===== config.mk =====
export PLATFORM = sky130hd
export DESIGN_NAME = sgm_back
export DESIGN_NICKNAME = d
export VERILOG_FILES = /design/src/design/sgm_pkg.sv /design/src/design/sgm_back.sv
export SDC_FILE = /design/constraint.sdc
export NUM_CORES = 1
export LEC_CHECK = 0
export ABC_CLOCK_PERIOD_IN_PS = 10100
export CORE_ASPECT_RATIO = 0.9
export CORE_UTILIZATION = 50
export CTS_CLUSTER_DIAMETER = 30
export DETAILED_ROUTE_END_ITERATION = 12
export DONT_BUFFER_PORTS = 1
export SYNTH_ARGS = -nofsm -noshare
export SYNTH_HDL_FRONTEND = slang
export SYNTH_SLANG_ARGS = --single-unit
export TNS_END_PERCENT = 10

===== constraint.sdc =====
create_clock -name clk -period 10.1 [get_ports clk]
set_clock_uncertainty 0.2 [all_clocks]
set_input_delay 0 -clock clk [delete_from_list [all_inputs] [get_ports clk]]
set_output_delay 0 -clock clk [all_outputs]
set_load 0.02 [all_outputs]

===== src/design/sgm_pkg.sv =====
package sgm_pkg;

	// defaults for the frame store sizing
	localparam int DEF_MAX_WIDTH  = 1024;
	localparam int DEF_MAX_HEIGHT = 4096;

	// field widths fixed by the interface
	localparam int PIX_W     = 8;
	localparam int LUMA_W    = 16;
	localparam int COL_W     = 10;
	localparam int ROW_W     = 12;
	localparam int MAG_W     = 19;
	localparam int GRAD_W    = 20;
	localparam int SQ_W      = 38;
	localparam int CFG_IDX_W = 2;
	localparam int CFG_DAT_W = 13;
	localparam int WCFG_W    = 11;
	localparam int HCFG_W    = 13;

	// luma weights, Q0.8
	localparam logic [7:0] LUMA_KR = 8'd77;
	localparam logic [7:0] LUMA_KG = 8'd150;
	localparam logic [7:0] LUMA_KB = 8'd29;

	// square root: one result bit per step
	localparam int ISQRT_STEPS = SQ_W / 2;
	localparam int ISQRT_CNT_W = $clog2(ISQRT_STEPS + 1);
	localparam int ISQRT_REM_W = MAG_W + 3;

	// register indexes
	typedef enum logic [CFG_IDX_W-1:0] {
		CFG_IMAGE_WIDTH  = 2'd0,
		CFG_IMAGE_HEIGHT = 2'd1,
		CFG_MONO_MODE    = 2'd2
	} cfg_index_t;

	typedef struct packed {
		logic [PIX_W-1:0] red;
		logic [PIX_W-1:0] green;
		logic [PIX_W-1:0] blue;
	} pixel_t;

	typedef struct packed {
		logic [COL_W-1:0] column;
		logic [ROW_W-1:0] row;
		logic [MAG_W-1:0] magnitude;
		logic             last;
	} result_t;

	// work handed from front to back
	typedef struct packed {
		logic [SQ_W-1:0]  sq;
		logic [COL_W-1:0] column;
		logic [ROW_W-1:0] row;
		logic             last;
	} work_t;

	typedef enum logic [1:0] {
		F_IDLE,
		F_READ,
		F_SQUARE,
		F_PUSH
	} front_state_t;

	typedef enum logic [1:0] {
		B_IDLE,
		B_CALC,
		B_HOLD
	} back_state_t;

endpackage


===== src/design/sgm_back.sv =====
module sgm_back (
	input  logic             clk,
	input  logic             arst_n,
	input  logic             pop_valid,
	output logic             pop_ready,
	input  sgm_pkg::work_t   pop_data,
	output logic             out_valid,
	input  logic             out_ready,
	output sgm_pkg::result_t out_data
);

	localparam int RMW = sgm_pkg::ISQRT_REM_W;
	localparam int MW  = sgm_pkg::MAG_W;
	localparam int SW  = sgm_pkg::SQ_W;

	sgm_pkg::back_state_t state_q, state_d;

	logic [SW-1:0]   rad_q;
	logic [RMW-1:0]  rem_q;
	logic [MW-1:0]   root_q;
	logic [sgm_pkg::ISQRT_CNT_W-1:0] cnt_q;
	logic [sgm_pkg::COL_W-1:0] col_q;
	logic [sgm_pkg::ROW_W-1:0] row_q;
	logic            last_q;
	logic            out_valid_q;
	sgm_pkg::result_t out_q;

	logic [RMW-1:0]  rem_sh, trial;
	logic            fits, calc_done, out_free, load_out;

	// one root bit per step
	always_comb begin
		rem_sh = {rem_q[RMW-3:0], rad_q[SW-1:SW-2]};
		trial  = {1'b0, root_q, 2'b01};
		fits   = (rem_sh >= trial);
	end

	assign calc_done = (cnt_q == sgm_pkg::ISQRT_CNT_W'(sgm_pkg::ISQRT_STEPS - 1));
	assign out_free  = !out_valid_q || out_ready;
	assign out_valid = out_valid_q;
	assign out_data  = out_q;

	// state register
	always_ff @(posedge clk or negedge arst_n) begin
		if (!arst_n) begin
			state_q <= sgm_pkg::B_IDLE;
		end else begin
			state_q <= state_d;
		end
	end

	// next state
	always_comb begin
		state_d   = state_q;
		pop_ready = 1'b0;
		load_out  = 1'b0;
		case (state_q)
			sgm_pkg::B_IDLE: begin
				pop_ready = 1'b1;
				if (pop_valid) begin
					state_d = sgm_pkg::B_CALC;
				end
			end
			sgm_pkg::B_CALC: begin
				if (calc_done) begin
					state_d = sgm_pkg::B_HOLD;
				end
			end
			sgm_pkg::B_HOLD: begin
				if (out_free) begin
					load_out = 1'b1;
					state_d  = sgm_pkg::B_IDLE;
				end
			end
			default: begin
				state_d = sgm_pkg::B_IDLE;
			end
		endcase
	end

	// output register and step counter
	always_ff @(posedge clk or negedge arst_n) begin
		if (!arst_n) begin
			out_valid_q <= 1'b0;
			cnt_q       <= '0;
		end else begin
			if (load_out) begin
				out_valid_q <= 1'b1;
			end else if (out_ready) begin
				out_valid_q <= 1'b0;
			end
			if (state_q == sgm_pkg::B_IDLE) begin
				cnt_q <= '0;
			end else if (state_q == sgm_pkg::B_CALC) begin
				cnt_q <= cnt_q + sgm_pkg::ISQRT_CNT_W'(1);
			end
		end
	end

	// square root datapath
	always_ff @(posedge clk) begin
		if (state_q == sgm_pkg::B_IDLE && pop_valid) begin
			rad_q  <= pop_data.sq;
			rem_q  <= '0;
			root_q <= '0;
			col_q  <= pop_data.column;
			row_q  <= pop_data.row;
			last_q <= pop_data.last;
		end else if (state_q == sgm_pkg::B_CALC) begin
			rad_q <= {rad_q[SW-3:0], 2'b00};
			if (fits) begin
				rem_q  <= rem_sh - trial;
				root_q <= {root_q[MW-2:0], 1'b1};
			end else begin
				rem_q  <= rem_sh;
				root_q <= {root_q[MW-2:0], 1'b0};
			end
		end
		if (load_out) begin
			out_q.column    <= col_q;
			out_q.row       <= row_q;
			out_q.magnitude <= root_q;
			out_q.last      <= last_q;
		end
	end

endmodule


### Yosys cells after proc, flatten, opt, wreduce, memory -nomap -nowiden

Cells that the tools add are included.

| storage, ports and cells | value |
|---|---|
| register bits after elaboration | 150 |
| bits of input ports | 65 |
| output and inout port bits | 44 |
| word-level logic and storage cells | 45 |

| cells by class | value |
|---|---|
| add/subtract/negate cells | 2 |
| $lt $le $gt $ge | 1 |
| equal/unequal tests | 6 |
| mux-type cells | 15 |
| reduce and logical (&&, ||, !) cells | 8 |

Operators by type and width:

| kind | count |
|---|---|
| $mux W38 | 2 |
| $ge A22 B21 Y1 | 1 |
| $mux W20 | 1 |
| $sub A20 B20 Y20 | 1 |
| $mux W5 | 2 |
| $mux W1 | 6 |
| $mux W2 | 3 |
| $ne A2 B2 Y1 const B | 3 |
| $pmux W2 S3 | 1 |
| $reduce_bool A2 Y1 | 3 |
| $add A5 B1 Y5 const B | 1 |
| $eq A5 B5 Y1 const B | 1 |
| $reduce_and A3 Y1 | 1 |
| $eq A2 B1 Y1 const B | 1 |
| $eq A2 B2 Y1 const B | 1 |
| $logic_not A2 Y1 | 1 |
| $logic_and A1 B1 Y1 | 1 |
| $logic_not A1 Y1 | 1 |
| $logic_or A1 B1 Y1 | 1 |

### Depth between registers and ports, before layout

| logic depth | value |
|---|---|
| word-level depth | 5 |
| depth in mapped cells | 11 |
| mapped depth without buffers | 8 |

### Least setup slack after synthesis

Ideal clock, no wire load.

| path | value |
|---|---|
| path kind | register to register |
| start | register state_q[1] |
| end | register out_q, in the netlist out_data[0], enable pin |
| setup time | 0.446 ns |
| arrival time | 2.638 ns |
| required time | 9.454 ns |
| path slack | 6.816 ns |
| stages on the path, launching flop included | 4 |
| path buffers | 1 |
| period minus slack after synthesis | 3.284 ns |
| path through | dfrtp_1 > clkbuf_1 > nand2b_1 > nor2b_1 |

| on the way | value |
|---|---|
| cells in the longest elaborated chain, start to end | 2 |

Ends and longest elaborated chain:

| item | line | RTL |
|---|---|---|
| from (decl) | sgm_back.sv:16 | `sgm_pkg::back_state_t state_q, state_d;` |
| from (signal assigned) | sgm_back.sv:46 | `state_q <= sgm_pkg::B_IDLE;` |
| from (signal assigned) | sgm_back.sv:48 | `state_q <= state_d;` |
| $eq A2 B2 Y1 | sgm_back.sv:57 | `case (state_q)` |
| $mux W1 | sgm_back.sv:57 |  |
| via load_out | sgm_back.sv:29 | `logic fits, calc_done, out_free, load_out;` |
| to (decl) | sgm_back.sv:26 | `sgm_pkg::result_t out_q;` |

The timed path passes the listed nets, and every way through them passes these cells.
A chain may end at the register's enable or synchronous reset.

### Worst setup path in the final report

| path | value |
|---|---|
| start | register root_q[5] |
| end | register rem_q[2] |

| on the way | value |
|---|---|
| cells in the longest elaborated chain, start to end | 2 |

Ends and longest elaborated chain:

| item | line | RTL |
|---|---|---|
| from (decl) | sgm_back.sv:20 | `logic [MW-1:0] root_q;` |
| from (signal assigned) | sgm_back.sv:113 | `root_q <= {root_q[MW-2:0], 1'b1};` |
| from (signal assigned) | sgm_back.sv:116 | `root_q <= {root_q[MW-2:0], 1'b0};` |
| $ge A22 B21 Y1 | sgm_back.sv:35 | `fits = (rem_sh >= trial);` |
| $mux W20 | sgm_back.sv:111 | `if (fits) begin` |
| to (signal assigned) | sgm_back.sv:112 | `rem_q <= rem_sh - trial;` |
| to (signal assigned) | sgm_back.sv:115 | `rem_q <= rem_sh;` |
| to (decl) | sgm_back.sv:19 | `logic [RMW-1:0] rem_q;` |

No other way between the ends.

==> metrics.txt <==
post-CTS sizing 0; H-tree Lvls 4; maximum vdd ir drop approximately 160 uV; CTS Buf Count 17; Crit. End Element register; status finished, final reports clean; number of global-route vias before repair about 4600; HPWL Detailed just over 9000 um; Clock transition at path regs 0.06 ns; fmax around 310 MHz; crit-path max FO 18; WP data arrival ~3.3 ns; Worst EP required between 10 and 15 ns; multi-input gate area in the final layout between 2000 and 2500 um2; max-cap violations 0; Mapped Nets roughly 690; Mapped Area 6630 um2; top cell family by delay on the critical path compound AO/OA/AOI/OAI gates; Synth async-reset ratio under 10%; hold_buf cts 68; #FFs+latches synth 150; vias per inst about 5.5; area delta synth->final 21.25%; CP max-delay cell o21a_1; core occupancy in the finished layout between 60% and 70%; setup_tns 0 ns; Reg2Reg Launch Point root_q[5]; slew margin rel. between 30% and 40%; FP Rows 39; Nets between 700 and 800; endpoints failing setup 0; CP Launch Type register; initial antenna violation count 0; FF-to-FF path depth 8; vias roughly 4700; clk sink count 150; Leakage ~3.2 nW; port bufs 0; CTS tree built; largest net degree at the start of global routing 60; crit path time final roughly 3.2 ns; Fin. Hold Viols 0; total die area 13730 um2; ant diodes 0; commonest non-fill, non-tap cells in the layout nand2_1 (139), edfxtp_1 (103), dlygate4sd3_1 (70); first-pass GRT wire length around 23000 um; drt total wl around 15000 um; Clk Latency, worst-skew pair 0.41 ns; Post-synth EDFFs 103; CTS Root Cell clkbuf_16; Final Wtd Congestion 0.8880; final setup margin roughly 6.9 ns; number of remaining DRC errors 0; antenna-violating nets left 0; core box area between 10000 and 15000 um2; Worst Hold Launch pop_data[7]; critical path class reg2reg; register area 4074 um2; I/O pin total ~110; Post-CTS Setup Inserts 0; share of layout cells above drive strength 1 between 7 and 8%; all-layer global routing usage approximately 23%; die height 111.2 um; Die W 123.4 um; post-synthesis sequential area ratio slightly above 60%; final period utilization between 30% and 40%; RSZ-0062 raised after global routing no; Initial Utilization about half; Hold WC Path Type in2reg; number of DRC markers in iteration 0 428; pre-CTS WS just under 7 ns; pwr/cell area between 300 and 400 nW/um2; Yosys warnings 0; drt pass-1 iters 4; worst path cell trace inv_1 > ha_1 > nand2_1 > or4b_1 > o21ai_2 > o21a_1 > nand2_1 > a221o_1; # fillers 1005; CTS max path bufs 2; main flop type after synthesis edfxtp_1; fin. max-slew vios 0; Synth Area per Inst approximately 11 um2; Worst setup startpoint root_q[5]; Mapped Cells 600; most used cell, CP nand2_1; CP bufs+invs 1; CP Depth 8; WL/cell roughly 17 um; Netlist cell types 60; total grt overflow 0; Slew @ Worst Pin 1.037 ns; commonest non-fill, non-tap cell in the layout nand2_1; slowest stage delay, CP around 0.70 ns; total power ~2.8 mW; Hold Crit Depth 1
## cells in the mapped netlist (all sizes together) (3+ instances only)
library cell / n / area (um2)
a211oi: 4 / 30.03
a21o: 4 / 30.03
a21oi: 17 / 85.08
a22o: 3 / 26.28
a41oi: 7 / 83.83
and2: 8 / 50.05
and3: 4 / 25.02
buf: 13 / 72.57
clkbuf: 15 / 56.30
dfrtp: 8 / 200.2
dfxtp: 39 / 780.8
edfxtp: 103 / 3093
ha: 23 / 287.8
inv: 27 / 101.3
nand2: 140 / 525.5
nand2b: 6 / 37.54
nand3: 29 / 145.1
nand4: 10 / 62.56
nor2: 13 / 51.30
nor2b: 7 / 43.79
nor3: 11 / 55.05
o211ai: 12 / 90.09
o21a: 5 / 37.54
o21ai: 39 / 206.5
o311ai: 4 / 35.04
o31ai: 8 / 60.06
or2: 3 / 18.77
xnor2: 8 / 70.07
xor2: 4 / 35.03
## layout make-up
| cell class | count | share of cell area [%] |
|---|---|---|
| repair buffers | 76 | 9.276 |
| well taps | 164 | 2.553 |
| multi-input cells | 395 | 29.06 |
| flip-flops and latches | 150 | 50.68 |
| clock inverters | 6 | 0.8249 |
| inverters | 27 | 1.261 |
| clock buffers | 26 | 6.350 |
## kinds of logic (layout without fill, tap and decap cells)
family                   count (synthesis)  after routing  share of synthesized area [%]
AO/OA/AOI/OAI                          117            117                          12.14
XOR/XNOR                                12             12                          1.585
adder cells (fa/ha/maj)                 23             23                          4.341
buffers and inverters                   55            135                          3.472
flip-flops                             150            150                          61.45
multiplexers                             3              3                         0.4718
AND/OR/NAND/NOR                        240            240                          16.55
## per-stage QoR
stage / hold slack (ns) / instances / cell area [um2]
after floorplan: -0.4956 / 600 / 6630
after global placement: -0.4954 / 742 / 6761
after detailed placement: -0.4954 / 742 / 6761
after CTS: 0.001367 / 842 / 8019
after global routing: 0.004495 / 844 / 8039
final: 0.01482 / 844 / 8039
## registers in the layout, summed over array words and instances, names as in the netlist
register   count
cnt_q          5
rad_q         38
row_q         12
out_valid      1
rem_q         20
out_data      42
col_q         10
last_q         1
state_q        2
root_q        19
## layer usage
layer	global-route usage [%]	routed length [um]	share of wire, %
met5	0	0	0
met1	28.76	6331	44
met2	37.02	7241	50
met4	7.711	206	1.4
met3	5.916	755	5.2
## power by group
group	leakage (nW)	total [mW]	internal, mW	switching, mW
logic	1.45	1.20	0.484	0.717
clock network	0.284	0.608	0.374	0.234
registers	1.44	1.00	0.893	0.110
## final timing paths
path,slack [ns],to
worst max-delay path,6.91,rem_q[2]
worst min-delay path,0.01,row_q[6]
worst max register to register,6.91,rem_q[2]
worst min register to register,0.22,out_data[33]
max in group asynchronous,9.17,cnt_q[3]
min in group asynchronous,0.26,out_valid
(Power assumes the default switching activity.)
