[src/design/sgm_pkg.sv]
package sgm_pkg;

	// defaults for the frame store sizing
	localparam int DEF_MAX_WIDTH  = 1024;
	localparam int DEF_MAX_HEIGHT = 4096;

	// field widths fixed by the interface
	localparam int PIX_W     = 8;
	localparam int LUMA_W    = 16;
	localparam int COL_W     = 10;
	localparam int ROW_W     = 12;
	localparam int MAG_W     = 19;
	localparam int GRAD_W    = 20;
	localparam int SQ_W      = 38;
	localparam int CFG_IDX_W = 2;
	localparam int CFG_DAT_W = 13;
	localparam int WCFG_W    = 11;
	localparam int HCFG_W    = 13;

	// luma weights, Q0.8
	localparam logic [7:0] LUMA_KR = 8'd77;
	localparam logic [7:0] LUMA_KG = 8'd150;
	localparam logic [7:0] LUMA_KB = 8'd29;

	// square root: one result bit per step
	localparam int ISQRT_STEPS = SQ_W / 2;
	localparam int ISQRT_CNT_W = $clog2(ISQRT_STEPS + 1);
	localparam int ISQRT_REM_W = MAG_W + 3;

	// register indexes
	typedef enum logic [CFG_IDX_W-1:0] {
		CFG_IMAGE_WIDTH  = 2'd0,
		CFG_IMAGE_HEIGHT = 2'd1,
		CFG_MONO_MODE    = 2'd2
	} cfg_index_t;

	typedef struct packed {
		logic [PIX_W-1:0] red;
		logic [PIX_W-1:0] green;
		logic [PIX_W-1:0] blue;
	} pixel_t;

	typedef struct packed {
		logic [COL_W-1:0] column;
		logic [ROW_W-1:0] row;
		logic [MAG_W-1:0] magnitude;
		logic             last;
	} result_t;

	// work handed from front to back
	typedef struct packed {
		logic [SQ_W-1:0]  sq;
		logic [COL_W-1:0] column;
		logic [ROW_W-1:0] row;
		logic             last;
	} work_t;

	typedef enum logic [1:0] {
		F_IDLE,
		F_READ,
		F_SQUARE,
		F_PUSH
	} front_state_t;

	typedef enum logic [1:0] {
		B_IDLE,
		B_CALC,
		B_HOLD
	} back_state_t;

endpackage

[src/design/sgm_queue.sv]
module sgm_queue (
	input  logic           clk,
	input  logic           arst_n,
	input  logic           push_valid,
	output logic           push_ready,
	input  sgm_pkg::work_t push_data,
	output logic           pop_valid,
	input  logic           pop_ready,
	output sgm_pkg::work_t pop_data
);

	sgm_pkg::work_t mem_q [2];
	logic           wr_ptr_q, rd_ptr_q;
	logic [1:0]     count_q;
	logic           do_push, do_pop;

	assign push_ready = (count_q != 2'd2);
	assign pop_valid  = (count_q != 2'd0);
	assign pop_data   = mem_q[rd_ptr_q];
	assign do_push    = push_valid && push_ready;
	assign do_pop     = pop_valid && pop_ready;

	// pointers and fill level
	always_ff @(posedge clk or negedge arst_n) begin
		if (!arst_n) begin
			wr_ptr_q <= 1'b0;
			rd_ptr_q <= 1'b0;
			count_q  <= 2'd0;
		end else begin
			if (do_push) begin
				wr_ptr_q <= !wr_ptr_q;
			end
			if (do_pop) begin
				rd_ptr_q <= !rd_ptr_q;
			end
			if (do_push && !do_pop) begin
				count_q <= count_q + 2'd1;
			end else if (do_pop && !do_push) begin
				count_q <= count_q - 2'd1;
			end
		end
	end

	// entries
	always_ff @(posedge clk) begin
		if (do_push) begin
			mem_q[wr_ptr_q] <= push_data;
		end
	end

endmodule

[config.mk]
export PLATFORM = sky130hd
export DESIGN_NAME = sgm_queue
export DESIGN_NICKNAME = d
export VERILOG_FILES = /design/src/design/sgm_pkg.sv /design/src/design/sgm_queue.sv
export SDC_FILE = /design/constraint.sdc
export NUM_CORES = 1
export LEC_CHECK = 0
export BUFFER_PORTS_ARGS = -buffer_cell sky130_fd_sc_hd__buf_2
export CAP_MARGIN = 0
export CELL_PAD_IN_SITES_DETAIL_PLACEMENT = 1
export CELL_PAD_IN_SITES_GLOBAL_PLACEMENT = 2
export CORE_AREA = 2 2 111 113
export CTS_CLUSTER_SIZE = 24
export DETAILED_ROUTE_END_ITERATION = 10
export DIE_AREA = 0 0 113 115
export PLACE_DENSITY = 0.86
export SYNTH_ARGS = -nofsm -noshare
export SYNTH_HDL_FRONTEND = slang
export SYNTH_SLANG_ARGS = --single-unit
export TNS_END_PERCENT = 10
[constraint.sdc]
create_clock -name clk -period 6.6 [get_ports clk]
set_input_delay 0.33 -clock clk [delete_from_list [all_inputs] [get_ports clk]]
set_output_delay 0.33 -clock clk [all_outputs]
set_load 0.1 [all_outputs]
# --- Word level (Yosys, flattened, before mapping) ---
# Memory sizes are Yosys's and may differ from the RTL's.
# Index checks and enable logic that the tools add are counted.
classes:
  add_sub_neg: 2
  eq_ne: 1
  muxes: 4
  reduce_logical: 10
ops:
  columns: ["operator", "n"]
  rows:
  - ["$logic_and A1 B1 Y1", 4]
  - ["$logic_not A1 Y1", 4]
  - ["$mux W2", 2]
  - ["$reduce_bool A2 Y1", 2]
  - ["$add A2 B1 Y2 const B", 1]
  - ["$mux W1", 2]
  - ["$ne A2 B2 Y1 const B", 1]
  - ["$sub A2 B1 Y2 const B", 1]
word_totals:
  ff_bits: 4
  mem_bits_rw: 122
  elab_cells: 21
  memories: 1
memory_table:
  columns: ["memory", "depth", "word_bits", "read_ports", "rd_clocked_by_memory_dff", "wr", "line", "text"]
  rows:
  - ["mem_q", 2, 61, 1, 0, 1, "sgm_queue.sv:12", "sgm_pkg::work_t mem_q [2];"]

# --- Logic depth before layout (Yosys ltp) ---
# Gate-level depths: netlist (run 1).
logic_depth:
  depth_word: 6
  mapped_depth: 7
  ltp_nobuf: 7

# --- Worst setup path before layout (run 1) ---
# No wires, ideal clock.
synth_timing:
  path_type: "register to register"
  startpoint: "reg count_q[0]"
  endpoint: "mem mem_q[0][0] (netlist name) (enable)"
  t_arrival_ns: 4.042
  required_ns: 6.120
  slack_ns: 2.078
  path_stages_with_launch: 4
  synth_period_minus_slack_ns: 4.522
  cell_sequence: "dfrtp_1 > nand2b_1 > nand2_1 > nor2_1"
synth_between:
  elab_chain_cells: 4
synth_rtl:
  columns: ["element", "line", "text"]
  rows:
  - ["start: declaration", "sgm_queue.sv:14", "logic [1:0] count_q;"]
  - ["start signal: assignment", "sgm_queue.sv:37", "count_q <= count_q + 2'd1;"]
  - ["start signal: assignment", "sgm_queue.sv:39", "count_q <= count_q - 2'd1;"]
  - ["$ne A2 B2 Y1", "sgm_queue.sv:17", "assign push_ready = (count_q != 2'd2);"]
  - ["net push_ready", "sgm_queue.sv:5", "output logic push_ready,"]
  - ["$logic_and A1 B1 Y1", "sgm_queue.sv:20", "assign do_push = push_valid && push_ready;"]
  - ["$mux W1", "sgm_queue.sv:46", "if (do_push) begin"]
  - ["$mux W1 (implied by the code)", "sgm_queue.sv:47", "mem_q[wr_ptr_q] <= push_data;"]
  - ["end: declaration", "sgm_queue.sv:12", null]
# The timed path passes the listed nets, and every way through them passes these cells.

==> flow_summary.yaml, run 1 <==
outcome:
  status: "finished with violations"
  failed_checks: "DRC"
timing:
  rsz0062_at_grt: "false"
  setup-violations-final: 0
  slew_violations: 0
  post-route-min-period_ns: 2.714
  timing.final.hold_violations: 0
  setup_tns_ns: 0
  slew_at_the_pin_closest_to_its_max_slew_limit_ns: 1.177
  maxClockFrequency_mhz: 368.4
  relSlewSlack_pct: 21.54
  period_share_pct: 41.12
  clock_skew_ns: 0.005669
worst_setup_path:
  setup.worst_path.class: "flop to output pin"
  worst_setup_path_start_kind: "flop"
  path_delay_family: "flip-flops"
  worstSetupEndpointType: "output pin"
  arrival_ns: 2.38
  path_max_fanout: 62
  critical_path.cell_chain: "mux2_2 -> buf_2"
  crit_required_ns: 6.27
  worst_path_max_delay_cell: "dfrtp_4"
  timing.critical_path.buf_inv: 1
  critical-path-max-stage-delay_ns: 1.21
floorplan:
  pin_count: 128
  core-area_sq_um: 11810
  placement_rows: 40
  effective_utilization_at_floorplan_pct: 41.46
  die_y_microns: 115
  chipWidth_microns: 113
  die_area_sq_um: 13000
synth:
  syn_nets: 274
  post_synth_mux_area_share_pct: 18.55
  synth_area_leader_cell: "edfxtp_1"
  synth_compound_gate_area_share_pct: 0
  ys_seq_elements: 126
  synthSimpleGateAreaFrac_pct: 0.6898
  synth.cell_area_sq_um: 4897
  synthesis.yosys.warnings: 0
  synthTopCellsByArea: "edfxtp_1, mux2_4, buf_12"
  synth_sequential_area_ratio_pct: 76.85
  xor_and_xnor_area_share_after_synthesis_pct: 0.8942
  synth_area_per_cell_sq_um: 23.54
  yosys.area_share.adder_pct: 0.2555
  largest_family_of_logic_cells_by_synthesized_area: "multiplexers"
  synth_cells: 208
  yosys_cell_types: 15
  synth_top_area_share_pct: 74.81
clock_tree:
  clk_slew_on_worst_s_h_paths_ns: 0.05
  cts-buffers-inserted: 17
  cts.repair_timing.setup_buffer_count: 0
  cts_repair_resize_count: 0
  htree_levels: 4
  clock-sinks: 126
  insertion_delay_ns: 0.40
  ctsLongestPathBuffers: 2
  clk_root_buffer_cell: "clkbuf_16"
  ctsHoldBuffers: 1
  cts_tree: "built"
placement:
  place.port_buffers: 127
  place_congestion: 0.6528
  dp_hpwl_microns: 5678
global_route:
  antenna_found_initial: 0
  first_global_vias: 2603
  grt_first_pass_wirelength_microns: 13190
  overflow_after_grt: 0
  largest_net_degree_at_the_start_of_global_routing: 63
  groute.usage.overall_pct: 13.79
detailed_routing:
  drt_pass1_iterations: 7
  vias_per_cell: 4.604
  antenna_left: 0
  drt_drc_violations_left: 8
  detail_route.wirelength_microns: 8540
  detail_route.iter0.violations: 93
  post_drt_wl_per_cell_microns: 16.75
  total_vias_in_the_final_route: 2348
cells_and_area:
  layout_common_cells: "buf_2, edfxtp_1, mux2_4"
  fillers: 1090
  finalNetCount: 416
  num_antenna_cells: 0
  drive_above_1_share_pct: 60.61
  combined_area_of_the_multi_input_logic_cells_sq_um: 1007
  layout.area.seq_sq_um: 3767
  area_growth_syn_to_layout_pct: 27.70
  layout.cells.most_common: "buf_2"
job:
  max_cap_viol_count: 0
hold_path:
  hold_path_class: "input pin to flop"
[worst paths after layout]
kind / from / to / slack, ns / cells after the start
min reg2reg: count_q[1] / count_q[1] / 0.50 / 1
max in group asynchronous: arst_n / rd_ptr_q / 6.19 / 2
max: rd_ptr_q / pop_data[53] / 3.89 / 2
max reg2reg: count_q[0] / mem_q[1][8] / 4.38 / 3
min: push_data[39] / mem_q[0][39] / 0.12 / 1
min in group asynchronous: arst_n / wr_ptr_q / 0.27 / 2
[layer usage]
metal / global-route usage, % / share of wire (%) / routed length (microns) / vias to the layer above
met5: 0 / 0 / 0 / -
met4: 5.854 / 0.84 / 72 / 0
met3: 5.008 / 6.0 / 513 / 7
met2: 24.47 / 53 / 4557 / 81
met1: 14.97 / 40 / 3397 / 1156
li1: - / - / - / 1104
[logic make-up after synthesis]
kind of cell	count (synthesis)
xor gates and xnor gates	5
muxes	61
and+or+nand+nor	7
adders and majority gates	1
DFF	126
buffers and inverters	8
[area by class of cell]
class	count	share of cell area [%]
Multi-Input combinational cell	74	16.11
Timing Repair Buffer	130	10.56
Inverter	1	0.06002
Sequential cell	126	60.24
Clock inverter	11	3.041
Clock buffer	21	7.043
Tap cell	147	2.941
[sequential cells by signal, indices dropped and copies added, names as in the netlist]
register / count
wr_ptr_q: 1
rd_ptr_q: 1
count_q: 2
mem_q: 122
[cell usage after synthesis]
cell type,n
mux2_4,59
xor2_1,2
dfrtp_1,4
ha_1,1
buf_12,6
and3_1,1
nor2_1,2
xnor2_1,3
or2_1,1
inv_1,1
mux2_2,2
nand2b_1,1
buf_6,1
nand2_1,2
edfxtp_1,122
[through the flow]
step / cell area (sq um) / hold WS, ns / utilization, % / worst slack [ns] / instances
floorplan: 4897 / 0.03441 / - / 2.078 / 208
global placement: 5613 / 0.1392 / 47.52 / 4.289 / 477
detailed placement: 5613 / 0.1464 / 47.52 / 4.267 / 477
CTS: 6254 / 0.09733 / 52.94 / 3.829 / 510
global route: 6254 / 0.09006 / 52.94 / 3.740 / 510
finish: 6254 / 0.1154 / 52.94 / 3.886 / 510
Power of run 1 is not shown: default switching activity piles up to over one toggle a cycle in this logic, so the estimate is an artifact.
==> run 2, diff against run 1 <==
--- a/config.mk
+++ b/config.mk
@@ -9,11 +9,11 @@
 export CAP_MARGIN = 0
 export CELL_PAD_IN_SITES_DETAIL_PLACEMENT = 1
 export CELL_PAD_IN_SITES_GLOBAL_PLACEMENT = 2
-export CORE_AREA = 2 2 111 113
+export CORE_AREA = 2 2 122 124
 export CTS_CLUSTER_SIZE = 24
 export DETAILED_ROUTE_END_ITERATION = 10
-export DIE_AREA = 0 0 113 115
-export PLACE_DENSITY = 0.86
+export DIE_AREA = 0 0 124 126
+export PLACE_DENSITY = 0.76
 export SYNTH_ARGS = -nofsm -noshare
 export SYNTH_HDL_FRONTEND = slang
 export SYNTH_SLANG_ARGS = --single-unit
==> constraint.sdc (replaced) <==
create_clock -name clk -period 2.2 [get_ports clk]
set_input_delay 0.11 -clock clk [delete_from_list [all_inputs] [get_ports clk]]
set_output_delay 0.11 -clock clk [all_outputs]
set_load 0.1 [all_outputs]
==> flow_summary.yaml, run 2 (synthesis gave the netlist of run 1 again) <==
timing:
  slew_at_the_pin_closest_to_its_max_slew_limit_ns: 0.5031
  rsz0062_at_grt: "false"
  period_share_pct: 86.20
  slew_violations: 0
  clock_skew_ns: 0.005476
  postLayoutSetupSlackWorst_ns: 0.3036
  post-route-min-period_ns: 1.896
  relSlewSlack_pct: 66.69
  setup_tns_ns: 0
  maxClockFrequency_mhz: 527.3
  timing.final.hold_violations: 0
  setup-violations-final: 0
detailed_routing:
  detail_route.wirelength_microns: 9689
  post_drt_wl_per_cell_microns: 15.83
  total_vias_in_the_final_route: 2636
  drt_pass1_iterations: 4
  detail_route.iter0.violations: 116
  vias_per_cell: 4.307
  antenna_left: 0
  drt_drc_violations_left: 0
cells_and_area:
  layout_common_cells: "buf_2, edfxtp_1, dlygate4sd3_1"
  reg.largest.list: "mem_q (122), count_q (2)"
  top_register: "mem_q"
  finalNetCount: 480
  layout.cells.most_common: "buf_2"
  largest_register_ffs: 122
  drive_above_1_share_pct: 52.93
  area_growth_syn_to_layout_pct: 41.95
placement:
  dp_hpwl_microns: 5813
  pre_cts_ws_ns: 0.7079
  place.port_buffers: 127
  place_congestion: 0.6513
worst_setup_path:
  setup.worst_path.class: "flop to output pin"
  timing.critical_path.buf_inv: 2
  critical_path.cell_chain: "buf_12 -> mux2_4 -> buf_2"
  critical-path-max-stage-delay_ns: 0.50
  worstSetupEndpointType: "output pin"
  path_delay_family: "buffers and inverters"
  arrival_ns: 1.79
  worst_path_max_delay_cell: "dfrtp_4"
  worst_setup_path_start_kind: "flop"
  crit_required_ns: 2.09
  path_max_fanout: 36
clock_tree:
  ctsLongestPathBuffers: 2
  htree_levels: 4
  cts_tree: "built"
  insertion_delay_ns: 0.40
  clock-sinks: 126
  clk_slew_on_worst_s_h_paths_ns: 0.05
  cts-buffers-inserted: 17
  clk_root_buffer_cell: "clkbuf_16"
global_route:
  antenna_found_initial: 1
  overflow_after_grt: 0
  grt_first_pass_wirelength_microns: 14790
  largest_net_degree_at_the_start_of_global_routing: 62
  first_global_vias: 2882
  groute.usage.overall_pct: 13.00
hold_path:
  hold_path_class: "input pin to async pin"
floorplan:
  pin_count: 128
  effective_utilization_at_floorplan_pct: 34.21
  die_y_microns: 126
  chipWidth_microns: 124
  placement_rows: 44
  core-area_sq_um: 14310
  die_area_sq_um: 15620
job:
  max_cap_viol_count: 0
outcome:
  status: "finished, final reports clean"
[run 2: final cells by class]
cell class / count / area [sq um]
Antenna cell: 1 / 2.502
Clock buffer: 18 / 429.2
Clock inverter: 14 / 150.1
Fill cell: 1402 / 7362
Inverter: 1 / 3.754
Multi-Input combinational cell: 74 / 1022
Sequential cell: 126 / 3767
Tap cell: 184 / 230.2
Timing Repair Buffer: 194 / 1346
[run 2: worst register-to-register path: cells and delay by family, from the launching register on]
kind | cells | cell delay [ns]
buffers and inverters | 1 | 0.34
AND/OR/NAND/NOR | 2 | 0.39
flip-flops | 1 | 0.41
[run 2: metrics by stage]
step | util, % | instances | area [sq um] | hold slack [ns]
after CTS | 48.55 | 611 | 6949 | 0.02486
after floorplan | - | 208 | 4921 | -0.1856
after detailed placement | 40.10 | 516 | 5739 | -0.06675
after global routing | 48.57 | 612 | 6952 | 0.03309
final | 48.57 | 612 | 6952 | 0.03851
after global placement | 40.10 | 516 | 5739 | -0.07751
[run 2: worst paths after layout]
kind                                 start            to  slack, ns  cells past startpoint
min in group clk                 pop_ready      rd_ptr_q       0.04                      3
worst min-delay path                arst_n    count_q[0]       0.04                      2
worst min register to register  count_q[0]    count_q[0]       0.54                      1
worst max-delay path              rd_ptr_q  pop_data[19]       0.30                      3
max in group asynchronous           arst_n      rd_ptr_q       2.01                      2
worst max register to register  count_q[0]   mem_q[1][6]       0.72                      3
[run 2: layer usage]
metal / GRT usage (%) / up-vias / part of all wire, %
met4: 5.882 / 0 / 2.2
met1: 14.22 / 1299 / 39
met5: 0 / - / 0
met3: 4.484 / 18 / 5.9
li1: - / 1233 / -
met2: 22.50 / 86 / 53
[run 2: timing repair]
action	4_1_cts	5_1_grt
gates resized for setup	0	0
setup buffers	0	0
endpoints found under the hold margin	127	0
hold buffers	63	0
Power of run 2 is left out for the same reason.
